## config.mk

```make
export PLATFORM = sky130hd
export DESIGN_NAME = bpg_divider
export DESIGN_NICKNAME = d
export VERILOG_FILES = /design/src/rtl/bpg_pkg.sv /design/src/rtl/bpg_divider.sv
export SDC_FILE = /design/constraint.sdc
export NUM_CORES = 1
export LEC_CHECK = 0
export BUFFER_PORTS_ARGS = -buffer_cell sky130_fd_sc_hd__buf_2
export CAP_MARGIN = 0
export CORE_AREA = 2 2 139 141
export CTS_CLUSTER_DIAMETER = 120
export DETAILED_ROUTE_END_ITERATION = 8
export DIE_AREA = 0 0 141 143
export PLACE_DENSITY = 0.86
export SLEW_MARGIN = 20
export SYNTH_ARGS = -nofsm -noshare
export SYNTH_HDL_FRONTEND = slang
export SYNTH_SLANG_ARGS = --single-unit
```

## constraint.sdc

```tcl
create_clock -name clk -period 7.2 [get_ports clk]
set_input_delay 0.36 -clock clk [delete_from_list [all_inputs] [get_ports clk]]
set_output_delay 0.36 -clock clk [all_outputs]
set_load 0.02 [all_outputs]
```

## src/rtl/bpg_pkg.sv

```systemverilog
package bpg_pkg;
  localparam int WeightW = 48;
  localparam int SumW    = 56;
  localparam int ProbW   = 16;
  localparam int OpW     = 23;
  localparam int NumW    = 72;
  localparam int ValW    = 16;
  localparam logic [WeightW-1:0] WeightMax = {WeightW{1'b1}};
  localparam logic [WeightW-1:0] WeightOne = 48'h000001000000;

  typedef enum logic [3:0] {
    ST_IDLE, ST_UP_RD, ST_UP_MUL, ST_UP_LO, ST_UP_DIV, ST_DN_RD, ST_DN_MUL, ST_DN_LO,
    ST_DN_DIV, ST_SUM_RD, ST_SUM_ACC, ST_OUT_RD, ST_OUT_DIV
  } state_t;

  typedef struct packed {
    logic            start;
    logic [NumW-1:0] num;
    logic [SumW-1:0] den;
  } div_req_t;

  typedef struct packed {
    logic            done;
    logic [NumW-1:0] quo;
  } div_rsp_t;
endpackage

```

## src/rtl/bpg_divider.sv

```systemverilog
module bpg_divider (
  input  logic             clk,
  input  logic             rst,
  input  bpg_pkg::div_req_t req,
  output bpg_pkg::div_rsp_t rsp
);
  localparam int NW = bpg_pkg::NumW;
  localparam int DW = bpg_pkg::SumW;
  localparam int CW = $clog2(NW + 1);

  logic [NW-1:0] quo;
  logic [DW:0]   rem;
  logic [DW-1:0] den;
  logic [CW-1:0] count;
  logic          running;
  logic          done;
  logic [DW:0]   shifted;
  logic [DW+1:0] diff;

  // restoring division, one quotient bit per cycle
  assign shifted = {rem[DW-1:0], quo[NW-1]};
  assign diff    = {1'b0, shifted} - {2'b00, den};

  always_ff @(posedge clk) begin
    if (rst) begin
      running <= 1'b0;
      done    <= 1'b0;
      count   <= '0;
    end else begin
      done <= 1'b0;
      if (req.start) begin
        running <= 1'b1;
        count   <= CW'(NW);
      end else if (running) begin
        count <= count - CW'(1);
        if (count == CW'(1)) begin
          running <= 1'b0;
          done    <= 1'b1;
        end
      end
    end
  end

  always_ff @(posedge clk) begin
    if (req.start) begin
      quo <= req.num;
      rem <= '0;
      den <= req.den;
    end else if (running) begin
      if (!diff[DW+1]) begin
        rem <= diff[DW:0];
        quo <= {quo[NW-2:0], 1'b1};
      end else begin
        rem <= shifted;
        quo <= {quo[NW-2:0], 1'b0};
      end
    end
  end

  assign rsp.done = done;
  assign rsp.quo  = quo;
endmodule

```

==> reports/qor.csv, run 1 <==
metric,value,unit
status,"complete, no violations",
minimum clock period,3.87,ns
ys async rst share,0,
dominant cells by area after synthesis,"edfxtp_1 34%, dfxtp_1 12%, mux2_2 7.2%",
Util after Layout,0.696,
Syn Area/Cell,9.87,sq um
share of the synthesized area in the top cell type,0.341,
"Data required, critical path",7.54,ns
remaining antenna violation count after routing,0,
setup bufs post-CTS,0,
Comb pwr share,0.229,
Synth Area in Simple Gates,0.121,
XOR/XNOR Fraction of Synth Area,0.0405,
VDD IR max,0.192,mV
DR WL/cell,18.8,microns
clk buf depth,2,
drt first pass iters,6,
HPWL Detailed,20.5,mm
IO Count,204,
vias in the first global route,9286,
kind of critical path,reg2reg,
Total GRT Usage,0.289,
Post-DP Area,12300,sq um
count of different cell masters after synthesis,62,
Die Ht,143,microns
Worst-path clk slew,0.08,ns
post-synthesis instance area,11300,sq um
Sw Pwr,0.949,mW
vias per inst,6.19,
post-synthesis mux area share,0.0720,
Starting Density,0.606,
CP dominant cell by count,nand3_1,
WL final,29.0,mm
Crit path largest cell delay,0.57,ns
fin cells,1542,
Top delay family on crit path,simple AND/OR/NAND/NOR gates,
DR iter-0 viols,731,
leakage power,5.35,nW
Buffers on Ports,203,
crit path buf inv count,2,
dominant cell by count in the synthesized netlist,edfxtp_1,
fin crit share,0.537,
hold depth,1,
clk sinks,193,
data arrival time of the worst path,4.21,ns
Post-Synth Adder-Cell Area,0.0662,
antenna violations before repair,1,
Sequential Power Share,0.447,
worst hold endpoint,den[47],
placed cells,1509,
Final Max Tran Viols,0,
DRC violations left,0,
total congestion overflow,0,
R2R Path End,rem[5],
post-synth top area cell,edfxtp_1,
Final nets,1485,
Hold Path Class,in2reg,
Worst slew margin,0.213,
"EDFF count, synth",128,
dominant synthesized flop cell,edfxtp_1,
power density cells,233,nW/um^2
post-synthesis register bit count,193,
unrepaired setup endpoints after global routing,false,
worst-path maximum fanout,32,
slowest CP cell,or4_4,
largest net degree at the start of global routing,89,
CTS root buffer,clkbuf_16,
final number of setup-violating endpoints,0,
FMAX,259,MHz
FF-to-FF Start,den[13],
Int Power,2.07,mW
top post-synthesis cells by count,"128 x edfxtp_1, 91 x nor2_1, 86 x inv_1",
CP Launch Type,register,
GP Congestion,0.925,
Post-CTS Resized,0,
CP Cell Sequence,"inv_1, ha_1, nand3_1, nor4_1, o21ai_1, nand3_1, a21oi_1, or4_4, a21o_2, buf_4, a211o_1, a311oi_1",
first-pass GRT wire length,46.5,mm
# diodes,0,
Num CTS Buffers,17,
FF-to-FF setup slack,3.33,ns
register area share after synthesis,0.457,
Synth Area in Compound Gates,0.186,
Final Skew,0.0123,ns
total number of vias,9549,
Slew @ Worst Pin,1.17,ns
clk_lat worst skew,0.45,ns
Final Hold Fails,0,
crit path capture type,register,
synthesis-to-layout area growth,14.9,%
maxcap violations,0,
die area,20200,sq um
Reg2Reg Depth,12,
CTS tree,yes,
Hold Path Origin,req[47],
largest family of logic cells by synthesized area,compound AO/OA/AOI/OAI gates,
Core Box Area,18600,sq um
die span in x,141,microns
num rows,50,
YS warnings,0,
"Hold-fix buffers, CTS",0,
clock share of power,0.324,
Synth Instances,1141,
design area,12900,sq um
share of cells above drive strength 1,0.251,
setup_tns,0,ns
syn nets,1331,
H-tree depth,4,
Switching Share,0.315,
==> per-stage QoR <==
step | setup WS (ns) | hold WS, ns | total power, mW
floorplan | 4.20 | 0.432 | 1.85
global placement | 3.13 | 0.483 | 2.03
detailed placement | 2.94 | 0.493 | 2.05
CTS | 2.93 | 0.0796 | 3.01
global route | 3.01 | 0.0769 | 3.14
finish | 3.33 | 0.0832 | 3.02
==> layout make-up <==
type	instances	area [sq um]
clock buffer	17	425
clock inverter	15	181
fill	1389	5640
inverter	86	323
multi-input combinational	787	5470
sequential	193	5150
tap	234	293
timing repair buffer	210	1090
==> logic make-up (layout without fill, tap and decap cells) <==
| group | count (synthesis) | in the layout |
|---|---|---|
| compound gates | 316 | 316 |
| xor+xnor | 52 | 52 |
| fa+ha+maj | 59 | 59 |
| buf+inv | 161 | 328 |
| flops | 193 | 193 |
| mux | 72 | 72 |
| simple gates | 288 | 288 |
==> cell usage in the layout (no fill, tap or decap), types with 5 or more instances in the layout <==
| cell type | n |
|---|---|
| mux2_2 | 72 |
| edfxtp_1 | 128 |
| buf_4 | 6 |
| nand4_1 | 26 |
| o21ai_0 | 78 |
| nand3_1 | 53 |
| nor2_1 | 90 |
| ha_1 | 58 |
| o21bai_1 | 13 |
| buf_2 | 202 |
| a211oi_1 | 8 |
| or2_2 | 5 |
| nand2_1 | 62 |
| inv_8 | 5 |
| a311oi_1 | 41 |
| dfxtp_1 | 64 |
| a21o_1 | 18 |
| a21oi_1 | 70 |
| o21ai_1 | 5 |
| a21boi_0 | 9 |
| nor3_1 | 18 |
| o21a_1 | 6 |
| clkbuf_16 | 17 |
| inv_1 | 85 |
| a31oi_1 | 12 |
| a221oi_1 | 5 |
| xor2_1 | 19 |
| xnor2_1 | 33 |
| o211ai_1 | 14 |
==> power groups by stage <==
stage / clock network, mW / registers, mW / logic [mW]
after CTS: 0.984 / 1.35 / 0.683
final: 0.977 / 1.35 / 0.691
after global placement: 0 / 1.37 / 0.661
after floorplan: 0 / 1.41 / 0.443
after detailed placement: 0 / 1.37 / 0.675
after global routing: 1.03 / 1.36 / 0.757
==> per-layer routing <==
layer / GRT usage / vias up / wire length, microns
met5: 0 / - / 13
met4: 0.0789 / 2 / 529
met3: 0.0875 / 53 / 2510
met2: 0.491 / 412 / 14200
met1: 0.360 / 4531 / 11800
li1: - / 4551 / -
==> how the worst max path moves through the flow <==
stage                     startpoint       to  slack (ns)  depth (start not counted)
after floorplan              quo[71]  rem[54]        4.20                         12
after global placement       den[28]  rem[42]        3.13                         11
after detailed placement     den[12]  rem[48]        2.94                         11
after CTS                    den[12]  rem[48]        2.93                         11
after global routing         den[13]   rem[5]        3.01                         12
final                        den[13]   rem[5]        3.33                         12
==> sequential cells by signal, summed over array words and instances (netlist names) <==
name     flops
quo         72
den         56
rem         56
count        7
done         1
running      1
(Power assumes the default switching activity.)
==> run 2, diff against run 1 <==
--- a/config.mk
+++ b/config.mk
@@ -7,11 +7,11 @@
 export LEC_CHECK = 0
 export BUFFER_PORTS_ARGS = -buffer_cell sky130_fd_sc_hd__buf_2
 export CAP_MARGIN = 0
-export CORE_AREA = 2 2 139 141
+export CORE_AREA = 2 2 152 154
 export CTS_CLUSTER_DIAMETER = 120
 export DETAILED_ROUTE_END_ITERATION = 8
-export DIE_AREA = 0 0 141 143
-export PLACE_DENSITY = 0.86
+export DIE_AREA = 0 0 154 156
+export PLACE_DENSITY = 0.76
 export SLEW_MARGIN = 20
 export SYNTH_ARGS = -nofsm -noshare
 export SYNTH_HDL_FRONTEND = slang
==> constraint.sdc (replaced) <==
create_clock -name clk -period 3.5 [get_ports clk]
set_input_delay 0.175 -clock clk [delete_from_list [all_inputs] [get_ports clk]]
set_output_delay 0.175 -clock clk [all_outputs]
set_load 0.02 [all_outputs]
==> run 2 against run 1 <==
Compared with the run above: sequential cell count unchanged; power up 110%; critical path depth unchanged; final area up 6.5%; global-route usage down 4.6 points; core utilization down 8.0 points; sequential power up 110%; largest power group unchanged; die area up 19%; via count up 2.8%.
==> reports/qor.csv, run 2 (synthesis results as in run 1) <==
metric,value,unit,change
status,"complete, no violations",,
drt first pass iters,5,,-1
num rows,55,,+10%
DR WL/cell,17.6,microns,-6.5%
Slew @ Worst Pin,0.908,ns,-0.264 ns
antenna violations before repair,3,,+2
"most common cell after layout, fill and taps aside",buf_2,,
minimum clock period,3.39,ns,-0.483 ns
Starting Density,0.503,,-0.103
setup_tns,0,ns,unchanged
total number of vias,9815,,+2.8%
Final nets,1562,,+5.2%
DR iter-0 viols,652,,-11%
data arrival time of the worst path,3.69,ns,-0.52 ns
worst-path maximum fanout,5,,-84%
GP Congestion,0.960,,+3.8%
power density cells,458,nW/um^2,+97%
Top reg by flops,quo,,
Die Ht,156,microns,+9.1%
Util after Layout,0.616,,-0.0802
first-pass GRT wire length,47.3,mm,+1.6%
synthesis-to-layout area growth,22.4,%,
clk_lat worst skew,0.44,ns,about the same
CP Launch Type,register,,
final number of setup-violating endpoints,0,,unchanged
VDD IR max,0.311,mV,+62%
die area,24000,sq um,+19%
Final Max Tran Viols,0,,unchanged
Largest register FFs,72,,unchanged
die span in x,154,microns,+9.2%
"Data required, critical path",3.81,ns,-3.73 ns
Num CTS Buffers,17,,unchanged
DRC violations left,0,,unchanged
HPWL Detailed,20.9,mm,+1.9%
IO Count,204,,unchanged
total congestion overflow,0,,unchanged
clk buf depth,2,,unchanged
Worst-path clk slew,0.09,ns,about the same
fin crit share,0.967,,+0.430
Core Box Area,22400,sq um,+20%
maxcap violations,0,,unchanged
CTS tree,yes,,
kind of critical path,reg2reg,,
FMAX,295,MHz,+14%
Buffers on Ports,203,,unchanged
unrepaired setup endpoints after global routing,false,,
biggest regs,"quo x72, den x56, rem x56",,
crit path capture type,register,,
Worst slew margin,0.394,,+0.181
vias per inst,5.88,,-5.1%
share of cells above drive strength 1,0.256,,+0.00555
Total GRT Usage,0.243,,-0.0462
vias in the first global route,9517,,+2.5%
H-tree depth,4,,unchanged
"commonest cells after routing, fill and taps aside","202 x buf_2, 128 x edfxtp_1, 90 x nor2_1, 85 x inv_1, 77 x o21ai_0",,
Final Skew,0.0157,ns,+0.00344 ns
# diodes,0,,unchanged
Hold Path Class,in2reg,,
clk sinks,193,,unchanged
WL final,29.4,mm,+1.2%
largest net degree at the start of global routing,137,,+54%
remaining antenna violation count after routing,0,,unchanged
Final Hold Fails,0,,unchanged
leakage power,5.70,nW,+6.5%
CTS root buffer,clkbuf_16,,
-- run 2: cell count changes in the layout (fill, tap and decap cells not counted), moves of 3 or more --
cell,before,now
buf_4,6,23
inv_12,0,4
dlygate4sd3_1,0,57
buf_12,0,3
-- run 2: per-layer routing --
metal | wire (microns) | track usage
met3 | 2250 | 0.0633
met5 | 30 | 0
met2 | 14000 | 0.410
met4 | 634 | 0.0783
met1 | 12500 | 0.305
-- run 2: layout make-up --
type | count | area (sq um)
tap | 285 | 357
clock buffer | 17 | 425
clock inverter | 15 | 193
multi-input combinational | 787 | 5500
fill | 1853 | 8590
inverter | 86 | 323
sequential | 193 | 5150
timing repair buffer | 287 | 1840
-- run 2: final timing paths --
kind                               start        to  slack, ns  cells past startpoint
worst min register to register  count[1]  count[1]       0.50                      2
worst max register to register   quo[71]   rem[54]       0.11                     12
worst min-delay path             req[68]   quo[12]       0.02                      2
worst max-delay path             quo[71]   rem[54]       0.11                     12
-- run 2: where the power goes --
| part | switching [mW] | total [mW] | internal [mW] |
|---|---|---|---|
| logic | 0.875 | 1.51 | 0.638 |
| clock network | 1.04 | 2.04 | 0.993 |
| registers | 0.112 | 2.77 | 2.65 |
| total | 2.03 | 6.32 | 4.29 |
-- run 2: metrics by stage --
step / instances / hold WS, ns / total power [mW] / worst slack, ns / instance area, sq um
2_1_floorplan: 1141 / 0.247 / 3.81 / 0.499 / 11300
3_3_place_gp: 1580 / 0.351 / 4.23 / 0.0454 / 12600
3_5_place_dp: 1580 / 0.353 / 4.25 / -0.0546 / 12600
4_1_cts: 1669 / 0.00556 / 6.33 / 0.0596 / 13700
5_1_grt: 1670 / 0.0135 / 6.59 / 0.00492 / 13800
6_report: 1670 / 0.0204 / 6.32 / 0.115 / 13800
-- run 2: repair_timing --
| item | CTS | global route |
|---|---|---|
| hold endpoints to repair | 59 | 0 |
| pin swaps | 0 | 1 |
| hold buffers | 57 | 0 |
| resized for setup | 1 | 8 |
| endpoints found under the setup margin | 1 | 19 |
| buffers inserted | 0 | 1 |
-- run 2: worst max-delay path, cell delays in order, from the launching register on --
cell	delay [ns]
edfxtp_1	0.37
inv_1	0.06
ha_1	0.22
fa_1	0.41
nor2b_1	0.16
o31a_1	0.22
o211ai_1	0.24
a211oi_2	0.31
o21ai_1	0.25
o31a_1	0.42
o31ai_1	0.33
xnor2_1	0.17
o211ai_1	0.09
